`src/hdl/ctf_pkg.sv`:
```
`timescale 1ns / 1ps

package ctf_pkg;

    typedef logic [7:0]  t_byte;
    typedef logic [15:0] t_len;
    typedef logic [3:0]  t_pos;

    // Link write size in bytes, including the three bytes of link overhead.
    localparam int PACKET_SIZE   = 23;
    localparam int LINK_OVERHEAD = 3;
    localparam int FIRST_HDR_LEN = 11;
    localparam int NEXT_HDR_LEN  = 5;

    // Payload bytes that fit in the first and in a later packet.
    localparam t_byte MAX_FIRST = t_byte'(PACKET_SIZE - LINK_OVERHEAD - FIRST_HDR_LEN);
    localparam t_byte MAX_NEXT  = t_byte'(PACKET_SIZE - LINK_OVERHEAD - NEXT_HDR_LEN);

    localparam t_byte TRANSFER_TYPE_RESET = 8'h82;
    localparam t_byte HDR_START  = 8'h03;
    localparam t_byte FLAG_FIRST = 8'h01;
    localparam t_byte FLAG_LAST  = 8'h06;
    localparam t_byte BYTE_ZERO  = 8'h00;

    // Output sequence positions of one request. A later packet header uses
    // positions 0 to 4 and then jumps to the payload position.
    localparam t_pos POS_START    = 4'd0;
    localparam t_pos POS_FLAGS    = 4'd1;
    localparam t_pos POS_PAD      = 4'd2;
    localparam t_pos POS_HANDLE   = 4'd3;
    localparam t_pos POS_COUNT    = 4'd4;
    localparam t_pos POS_LEN_LO   = 4'd5;
    localparam t_pos POS_LEN_HI   = 4'd6;
    localparam t_pos POS_LEN_B2   = 4'd7;
    localparam t_pos POS_LEN_B3   = 4'd8;
    localparam t_pos POS_TYPE_LO  = 4'd9;
    localparam t_pos POS_TYPE_HI  = 4'd10;
    localparam t_pos POS_PAYLOAD  = t_pos'(FIRST_HDR_LEN);
    localparam t_pos POS_NEXT_END = t_pos'(NEXT_HDR_LEN - 1);

endpackage

```
`src/hdl/chunked_transfer_framer_unit.sv`:
```
`timescale 1ns / 1ps

// Channel   | Handshake          | Payload
// ----------+--------------------+------------------------------------------------
// input     | i_valid / o_ready  | i_payload_byte, i_first_of_message,
//           |                    | i_message_length, i_handle
// output    | o_valid / i_ready  | o_out_byte, o_end_of_packet, o_end_of_message
// config    | i_cfg_we           | i_cfg_data (transfer type)
//
// Each accepted request updates the framing state in the cycle it is taken and
// lands in a work register; a byte sequencer then feeds the output register one
// byte per cycle while the output is not stalled. A payload-only request sends
// its payload byte alone, one opening a later packet the five-byte header first,
// one opening a message the eleven-byte header first; a dropped request, none.
// Reset (i_rst_n low, synchronous) closes any message and empties both stages.
// A stall on the output holds the output register and, behind it, the work
// register; the input is taken again as soon as the last byte of the work
// register moves on.

module chunked_transfer_framer_unit
    import ctf_pkg::*;
(
    input  logic        i_clk,
    input  logic        i_rst_n,

    input  logic        i_valid,
    output logic        o_ready,
    input  logic [7:0]  i_payload_byte,
    input  logic        i_first_of_message,
    input  logic [15:0] i_message_length,
    input  logic [7:0]  i_handle,

    output logic        o_valid,
    input  logic        i_ready,
    output logic [7:0]  o_out_byte,
    output logic        o_end_of_packet,
    output logic        o_end_of_message,

    input  logic        i_cfg_we,
    input  logic [7:0]  i_cfg_data
);

    // Framing state
    t_byte r_transfer_type;
    t_len  r_remaining, n_remaining;
    t_byte r_count,     n_count;
    t_byte r_room,      n_room;
    t_byte r_handle,    n_handle;

    // Work register: one request waiting to be serialised
    logic  r_w_valid;
    t_pos  r_w_pos,   n_w_pos_start;
    logic  r_w_first, n_w_first;
    t_byte r_w_flags, n_w_flags;
    t_len  r_w_len;
    t_byte r_w_data;
    logic  r_w_eop,   n_w_eop;
    logic  r_w_eom,   n_w_eom;
    logic  n_w_load;

    // Output register
    logic  r_o_valid;
    t_byte r_o_byte;
    logic  r_o_eop;
    logic  r_o_eom;

    logic  accept;
    logic  emit;
    logic  w_done;
    t_pos  pos_next;
    t_byte emit_byte;
    t_byte room_fit;
    t_len  rem_base;

    // Load the output register from a held request whenever it is empty or being drained
    assign emit    = r_w_valid && (!r_o_valid || i_ready);
    assign w_done  = emit && (r_w_pos == POS_PAYLOAD);
    assign o_ready = !r_w_valid || w_done;
    assign accept  = i_valid && o_ready;

    // Framing decision for the offered request
    always_comb begin
        n_remaining   = r_remaining;
        n_count       = r_count;
        n_room        = r_room;
        n_handle      = r_handle;
        n_w_load      = 1'b0;
        n_w_first     = 1'b0;
        n_w_pos_start = POS_PAYLOAD;
        n_w_flags     = BYTE_ZERO;
        n_w_eop       = 1'b0;
        n_w_eom       = 1'b0;
        rem_base      = r_remaining;
        room_fit      = r_room;

        if (i_first_of_message) begin
            if (i_message_length == '0) begin
                // Empty message: close whatever was open, emit nothing
                n_remaining = '0;
                n_room      = '0;
            end else begin
                rem_base      = i_message_length;
                n_handle      = i_handle;
                n_count       = '0;
                n_w_load      = 1'b1;
                n_w_first     = 1'b1;
                n_w_pos_start = POS_START;
                n_w_flags     = (i_message_length <= t_len'(MAX_FIRST))
                              ? (FLAG_FIRST | FLAG_LAST) : FLAG_FIRST;
                room_fit      = (i_message_length < t_len'(MAX_FIRST))
                              ? i_message_length[7:0] : MAX_FIRST;
            end
        end else if (r_remaining != '0) begin
            n_w_load = 1'b1;
            if (r_room == '0) begin
                // Open a later packet
                n_count       = r_count + 8'd1;
                n_w_pos_start = POS_START;
                n_w_flags     = (r_remaining <= t_len'(MAX_NEXT)) ? FLAG_LAST : BYTE_ZERO;
                room_fit      = (r_remaining < t_len'(MAX_NEXT))
                              ? r_remaining[7:0] : MAX_NEXT;
            end
        end

        if (n_w_load) begin
            n_room      = room_fit - 8'd1;
            n_remaining = rem_base - 16'd1;
            n_w_eop     = (n_room == '0);
            n_w_eom     = (n_remaining == '0);
        end
    end

    // Sequencer: a later packet header skips the first-packet extension
    always_comb begin
        if (r_w_pos == POS_NEXT_END && !r_w_first) begin
            pos_next = POS_PAYLOAD;
        end else begin
            pos_next = r_w_pos + 4'd1;
        end
    end

    always_comb begin
        case (r_w_pos)
            POS_START:   emit_byte = HDR_START;
            POS_FLAGS:   emit_byte = r_w_flags;
            POS_PAD:     emit_byte = BYTE_ZERO;
            POS_HANDLE:  emit_byte = r_handle;
            POS_COUNT:   emit_byte = r_count;
            POS_LEN_LO:  emit_byte = r_w_len[7:0];
            POS_LEN_HI:  emit_byte = r_w_len[15:8];
            POS_LEN_B2:  emit_byte = BYTE_ZERO;
            POS_LEN_B3:  emit_byte = BYTE_ZERO;
            POS_TYPE_LO: emit_byte = r_transfer_type;
            POS_TYPE_HI: emit_byte = BYTE_ZERO;
            POS_PAYLOAD: emit_byte = r_w_data;
            default:     emit_byte = BYTE_ZERO;
        endcase
    end

    // Config register
    always_ff @(posedge i_clk) begin
        if (!i_rst_n) begin
            r_transfer_type <= TRANSFER_TYPE_RESET;
        end else if (i_cfg_we) begin
            r_transfer_type <= i_cfg_data;
        end
    end

    // Framing state advances on every accepted request, dropped ones included.
    // Handle and count are read by the sequencer only while the work register
    // holds a request, and that request blocks any further update.
    always_ff @(posedge i_clk) begin
        if (!i_rst_n) begin
            r_remaining <= '0;
            r_count     <= '0;
            r_room      <= '0;
            r_handle    <= '0;
        end else if (accept) begin
            r_remaining <= n_remaining;
            r_count     <= n_count;
            r_room      <= n_room;
            r_handle    <= n_handle;
        end
    end

    // Work register control: empty it once its payload byte moves on
    always_ff @(posedge i_clk) begin
        if (!i_rst_n) begin
            r_w_valid <= 1'b0;
            r_w_pos   <= POS_PAYLOAD;
        end else if (accept) begin
            r_w_valid <= n_w_load;
            r_w_pos   <= n_w_pos_start;
        end else if (emit) begin
            r_w_valid <= !w_done;
            r_w_pos   <= pos_next;
        end
    end

    // Work register payload
    always_ff @(posedge i_clk) begin
        if (accept) begin
            r_w_first <= n_w_first;
            r_w_flags <= n_w_flags;
            r_w_len   <= i_message_length;
            r_w_data  <= i_payload_byte;
            r_w_eop   <= n_w_eop;
            r_w_eom   <= n_w_eom;
        end
    end

    // Output register
    always_ff @(posedge i_clk) begin
        if (!i_rst_n) begin
            r_o_valid <= 1'b0;
        end else if (emit) begin
            r_o_valid <= 1'b1;
        end else if (i_ready) begin
            r_o_valid <= 1'b0;
        end
    end

    always_ff @(posedge i_clk) begin
        if (emit) begin
            r_o_byte <= emit_byte;
            r_o_eop  <= (r_w_pos == POS_PAYLOAD) && r_w_eop;
            r_o_eom  <= (r_w_pos == POS_PAYLOAD) && r_w_eom;
        end
    end

    assign o_valid          = r_o_valid;
    assign o_out_byte       = r_o_byte;
    assign o_end_of_packet  = r_o_eop;
    assign o_end_of_message = r_o_eom;

endmodule

```
`config.mk`:
```
export PLATFORM = sky130hd
export DESIGN_NAME = chunked_transfer_framer_unit
export DESIGN_NICKNAME = d
export VERILOG_FILES = /design/src/hdl/ctf_pkg.sv /design/src/hdl/chunked_transfer_framer_unit.sv
export SDC_FILE = /design/constraint.sdc
export NUM_CORES = 1
export LEC_CHECK = 0
export BUFFER_PORTS_ARGS = -buffer_cell sky130_fd_sc_hd__buf_2
export CAP_MARGIN = 20
export CORE_AREA = 2 2 104 106
export DETAILED_ROUTE_END_ITERATION = 8
export DIE_AREA = 0 0 106 108
export PLACE_DENSITY = 0.76
export SYNTH_ARGS = -nofsm -noshare
export SYNTH_HDL_FRONTEND = slang
export SYNTH_SLANG_ARGS = --single-unit
export TNS_END_PERCENT = 1
```
`constraint.sdc`:
```
create_clock -name i_clk -period 5.8 [get_ports i_clk]
set_input_delay 0.29 -clock i_clk [delete_from_list [all_inputs] [get_ports i_clk]]
set_output_delay 0.29 -clock i_clk [all_outputs]
set_load 0.01 [all_outputs]
```
# Word level (Yosys, flattened, before mapping)
# Index checks and enable logic that the tools add are counted.
op_classes:
  n_addsub: 4
  n_bitwise: 1
  n_eq_ne: 8
  mux: 39
  order_cmp: 4
  reduce_logical: 27
ops:
  columns: ["cell", "n"]
  rows:
  - ["2-to-1 mux 8 bit", 14]
  - ["2-to-1 mux 16 bit", 5]
  - ["case mux 8 bit (8 select lines)", 1]
  - ["less-or-equal comparator 16 x 4 -> 1 bit (second input constant)", 2]
  - ["zero test 16 bit", 2]
  - ["less-than comparator 16 x 4 -> 1 bit (second input constant)", 2]
  - ["2-to-1 mux 4 bit", 7]
  - ["zero test 8 bit", 2]
  - ["nonzero test 16 bit", 1]
  - ["subtractor 16 x 1 -> 16 bit (second input constant)", 1]
  - ["2-to-1 mux 3 bit", 5]
  - ["== test 4 x 3 -> 1 bit (second input constant)", 3]
  - ["nonzero test 2 bit", 6]
  - ["adder 8 x 1 -> 8 bit (second input constant)", 1]
  - ["== test 4 bit (second input constant)", 2]
  - ["subtractor 8 x 1 -> 8 bit (second input constant)", 1]
  - ["2-to-1 mux 1 bit", 7]
  - ["logical AND 1 bit", 6]
  - ["AND reduction 3 bit", 2]
  - ["adder 4 x 1 -> 4 bit (second input constant)", 1]
  - ["== test 4 x 1 -> 1 bit (second input constant)", 1]
  - ["== test 4 x 2 -> 1 bit (second input constant)", 1]
  - ["zero test 1 bit", 4]
  - ["zero test 4 bit", 1]
  - ["other kinds (4)", 5]
totals:
  output_inout_bits: 12
  inputBits: 46
  register_bits: 99

# Longest topological paths before layout
depth:
  word_depth: 7
  ltp_mapped: 15
  mapped_depth_nobuf: 12

# Least setup slack after synthesis
# Ideal clock, no wire load.
synth_timing:
  path_kind: "input to register"
  start: "input port i_message_length[2]"
  end: "register r_w_eom (data pin)"
  n_path_buf: 3
  arrival_ns: 3.955
  cell_stages: 15
  setup_slack_ns: 1.669
  t_required_ns: 5.624
  cell_sequence: "clkbuf_1 or4_1 clkbuf_1 o41ai_4 inv_2 buf_2 mux2i_1 ha_1 or3b_2 nor4_1 xnor2_1 mux2i_1 nor4_1 o2111ai_1 nor4_1"
synth_via:
  elab_chain_cells: 5
synth_lines:
  columns: ["element", "line", "source"]
  rows:
  - ["start: declaration", "chunked_transfer_framer_unit.sv:30", "input logic [15:0] i_message_length,"]
  - ["zero test 16 bit", "chunked_transfer_framer_unit.sv:97", "if (i_message_length == '0) begin"]
  - ["2-to-1 mux 16 bit", "chunked_transfer_framer_unit.sv:97", null]
  - ["2-to-1 mux 16 bit", "chunked_transfer_framer_unit.sv:96", "if (i_first_of_message) begin"]
  - ["subtractor 16 x 1 -> 16 bit", "chunked_transfer_framer_unit.sv:127", "n_remaining = rem_base - 16'd1;"]
  - ["zero test 16 bit", "chunked_transfer_framer_unit.sv:129", "n_w_eom = (n_remaining == '0);"]
  - ["end signal: assignment", "chunked_transfer_framer_unit.sv:208", "r_w_eom <= n_w_eom;"]
  - ["end: declaration", "chunked_transfer_framer_unit.sv:58", "logic r_w_eom, n_w_eom;"]
# Several ways; a longest one is shown, not always the timed one.
# A chain may end at the register's enable or synchronous reset.

# Worst setup path in the final report
layout_timing:
  start: "input port i_message_length[0]"
  end: "register r_w_eom (data pin)"
# Same word-level chain as after synthesis.

==> impl_metrics.py <==
metrics = {
    "die": {
        "core_um2": 10230,
        "ios": 58,
        "die_w_um": 106,
        "dieArea_um2": 11450,
        "die_h_um": 108,
        "fp-row-count": 37,
        "initial_core_util_pct": 49.70,
    },
    "place": {
        "hpwl_um": 9952,
        "numPortBuffers": 57,
        "numPlacedInstances": 708,
        "dp_slack_ps": 1456,
        "place_congestion": 0.9382,
    },
    "timing": {
        "period_share_pct": 70.07,
        "skew_ps": 10.78,
        "hold_viol": 0,
        "setup_viol": 0,
        "drv_slew": 0,
        "rsz0062_at_grt": "false",
        "fin_crit_ps": 4064,
        "fin_tns_setup_ps": 0,
        "timing.fmax_ghz": 0.2461,
        "worst_pin_slew_ps": 1058,
        "max-slew-margin-rel_pct": 29.23,
        "setup_slack_ps": 1736,
    },
    "critical_path": {
        "rrSetupSlack_ps": 2020,
        "rr_startpoint": "r_w_pos[3]",
        "crit_start": "i_message_length[0]",
        "timing.rr.end": "r_count[7]",
        "slowest_delay_ps": 690,
        "rr_worst_depth": 8,
        "crit_chain": "buf_2, or4_1, o41ai_4, inv_2, mux2i_1, ha_1, or3b_2, nor4_1, xnor2_1, mux2i_1, nor4_1, o2111ai_1, nor4_1",
        "cp_slowest_cell": "or4_1",
        "required_ps": 5990,
        "worst-setup-path-type": "in -> reg",
        "crit_path_end": "r_w_eom",
        "critPathMaxFanout": 18,
        "critPathLaunchType": "input port",
        "crit_path_frequent_cell": "nor4_1",
        "cp.arrival_ps": 4250,
        "cp-end-kind": "flip-flop",
    },
    "cells_and_area": {
        "syn_to_final_growth_pct": 11.10,
        "fin_cells": 724,
        "diodes": 0,
        "layout-drive-gt1-share_pct": 15.14,
        "n_fill_cell": 877,
        "fin_nets": 638,
        "seqCellArea_um2": 2222,
        "multi_input_area_um2": 2688,
    },
    "routing": {
        "drc": 0,
        "first_iter_violations": 483,
        "first_pass_iters": 6,
        "via_per_inst": 6.204,
        "routedWlPerCell_um": 19.26,
        "drtAntennaViolNets": 0,
        "wirelength_um": 13940,
        "num_vias": 4492,
    },
    "synthesis": {
        "ys_types": 70,
        "synth_ff_type": "dfxtp_1",
        "synth_area_leaders": "edfxtp_1, dfxtp_1, nand2_1, nor2b_1, mux2i_1",
        "async_flop_share_pct": 0,
        "synth_edf_count": 38,
        "synth_warnings": 0,
        "synth_top_area_share_pct": 22.44,
        "postSynthCellCount": 544,
        "yosysTopAreaCell": "edfxtp_1",
        "synth_seq_cells": 92,
        "synth_nets": 599,
        "yosysSeqAreaShare_pct": 43.70,
        "avgSynthCellArea_um2": 9.347,
        "syn-cell-area_um2": 5085,
    },
    "global_routing": {
        "grt_pass1_vias": 4175,
        "track_usage_pct": 24.72,
        "antenna_found_initial": 0,
        "grt_overflow": 0,
        "grt.busiest_layer": "met2",
        "met3_usage_pct": 5.666,
        "grtUsageMet1_pct": 31.05,
        "grt_start_max_net_pins": 51,
        "grt_use_met2_pct": 41.89,
        "grt_first_pass_wirelength_um": 21830,
    },
    "power": {
        "cellInternalPower_mw": 1.231,
        "total_power_mw": 1.951,
        "p_clk_share_pct": 23.3,
        "irDropWorstVdd_uv": 145.2,
        "p_per_area_nw_per_um2": 345.4,
        "swShare_pct": 36.90,
        "leakage_nw": 2.129,
        "sequentialPowerShare_pct": 43.0,
        "pwr-share-comb_pct": 33.7,
        "p_switching_mw": 0.7200,
    },
    "worst_hold_path": {
        "min_path_type": "in -> reg",
    },
    "clock_tree": {
        "clk_path_buf_depth": 2,
        "postCtsHoldBufs": 0,
        "clock_latency_ps": 380,
        "cts_tree": "yes",
        "clkTransAtPathRegs_ps": 100,
        "ctsResizeCount": 0,
        "cts.sinks": 92,
        "numCtsBuffers": 9,
        "post_cts_buffers": 0,
        "h-tree-depth": 3,
        "root_buffer": "clkbuf_8",
    },
    "status": {
        "status": "finished, final reports clean",
    },
    "run": {
        "cap_violations": 0,
    },
}
==> through the flow <==
| stage | hold WS [ps] | cell area [µm²] | util [%] |
|---|---|---|---|
| after floorplan | 388.9 | 5085 | - |
| after global placement | 453.7 | 5448 | 53.25 |
| after detailed placement | 460.9 | 5448 | 53.25 |
| after CTS | 75.40 | 5649 | 55.22 |
| after global routing | 61.33 | 5649 | 55.22 |
| final | 86.49 | 5649 | 55.22 |
==> area by class of cell <==
class                           count  share of cell area (%)
Clock buffer                       11                   2.503
Clock inverter                      5                   1.063
Sequential cell                    92                   39.34
Timing Repair Buffer               62                   5.714
Tap cell                          136                   3.012
Multi-Input combinational cell    406                   47.57
Inverter                           12                  0.7973
==> logic make-up (layout without fill, tap and decap cells) <==
group	Yosys count	count (layout)	share of synthesized area, %
xor+xnor	24	24	4.134
simple gates	211	211	21.90
mux	17	17	3.346
fa+ha+maj	9	9	2.215
buf+inv	46	90	3.592
compound gates	145	145	21.11
flops	92	92	43.70
==> power groups by stage <==
stage	clock network (mW)	logic [mW]	registers, mW
detailed placement	0	0.646	0.852
CTS	0.455	0.650	0.837
floorplan	0	0.477	0.831
finish	0.454	0.657	0.840
global placement	0	0.635	0.850
global route	0.491	0.718	0.848
==> worst min path at each step <==
stage | from | to | slack (ps) | cells after the start
2_1_floorplan | i_payload_byte[0] | r_w_data[0] | 390 | 0
3_3_place_gp | r_handle[3] | r_handle[3] | 450 | 2
3_5_place_dp | r_handle[7] | r_handle[7] | 460 | 2
4_1_cts | i_payload_byte[7] | r_w_data[7] | 80 | 1
5_1_grt | i_payload_byte[7] | r_w_data[7] | 60 | 1
6_report | i_payload_byte[5] | r_w_data[5] | 90 | 1
==> state kept, by name, summed over array words and instances (netlist names), 4 cells and up <==
register         cells
o_out_byte           8
r_count              8
r_handle             8
r_remaining         16
r_room               8
r_transfer_type      8
r_w_data             8
r_w_len             16
r_w_pos              4
==> layer usage <==
metal  wire [µm]  vias up
met1        5873     2125
met2        6700      205
li1            -     2130
met5           0        -
met4         289        0
met3        1078       32
==> placed cells by master (no fill, tap or decap), types with 6 or more instances in the layout <==
cell type / n
nor3_1: 16
a21boi_0: 9
nor2b_1: 31
xnor2_1: 9
edfxtp_1: 38
o21ai_0: 18
a31oi_1: 12
nand2_1: 55
a21oi_1: 19
clkbuf_8: 10
ha_1: 9
dfxtp_1: 54
and2_1: 8
nand3_1: 10
nand4_1: 6
xor2_1: 15
and3_1: 7
mux2i_1: 17
nor2_1: 36
inv_1: 9
buf_2: 57
nor4_1: 13
or4_1: 8
a22oi_1: 18
o21a_1: 6
o31ai_1: 8
==> Yosys cell counts, types with 8 or more instances <==
cell type and number:
mux2i_1 17, edfxtp_1 38, nor2b_1 31, or4_1 8, nand2_1 55, a22oi_1 18, nor2_1 36, xor2_1 15
and2_1 8, dfxtp_1 54, ha_1 9, o31ai_1 8, nor3_1 16, clkbuf_1 27, a31oi_1 12, o21ai_0 18
nand3_1 10, a21oi_1 19, xnor2_1 9, a21boi_0 9, nor4_1 13, inv_1 9
==> critical path, delay by kind of cell <==
kind	cells	cell delay, ps
simple gates	5	2070
compound gates	2	570
xor+xnor	1	170
buf+inv	2	370
mux	2	420
fa+ha+maj	1	340
(Power assumes the default switching activity.)
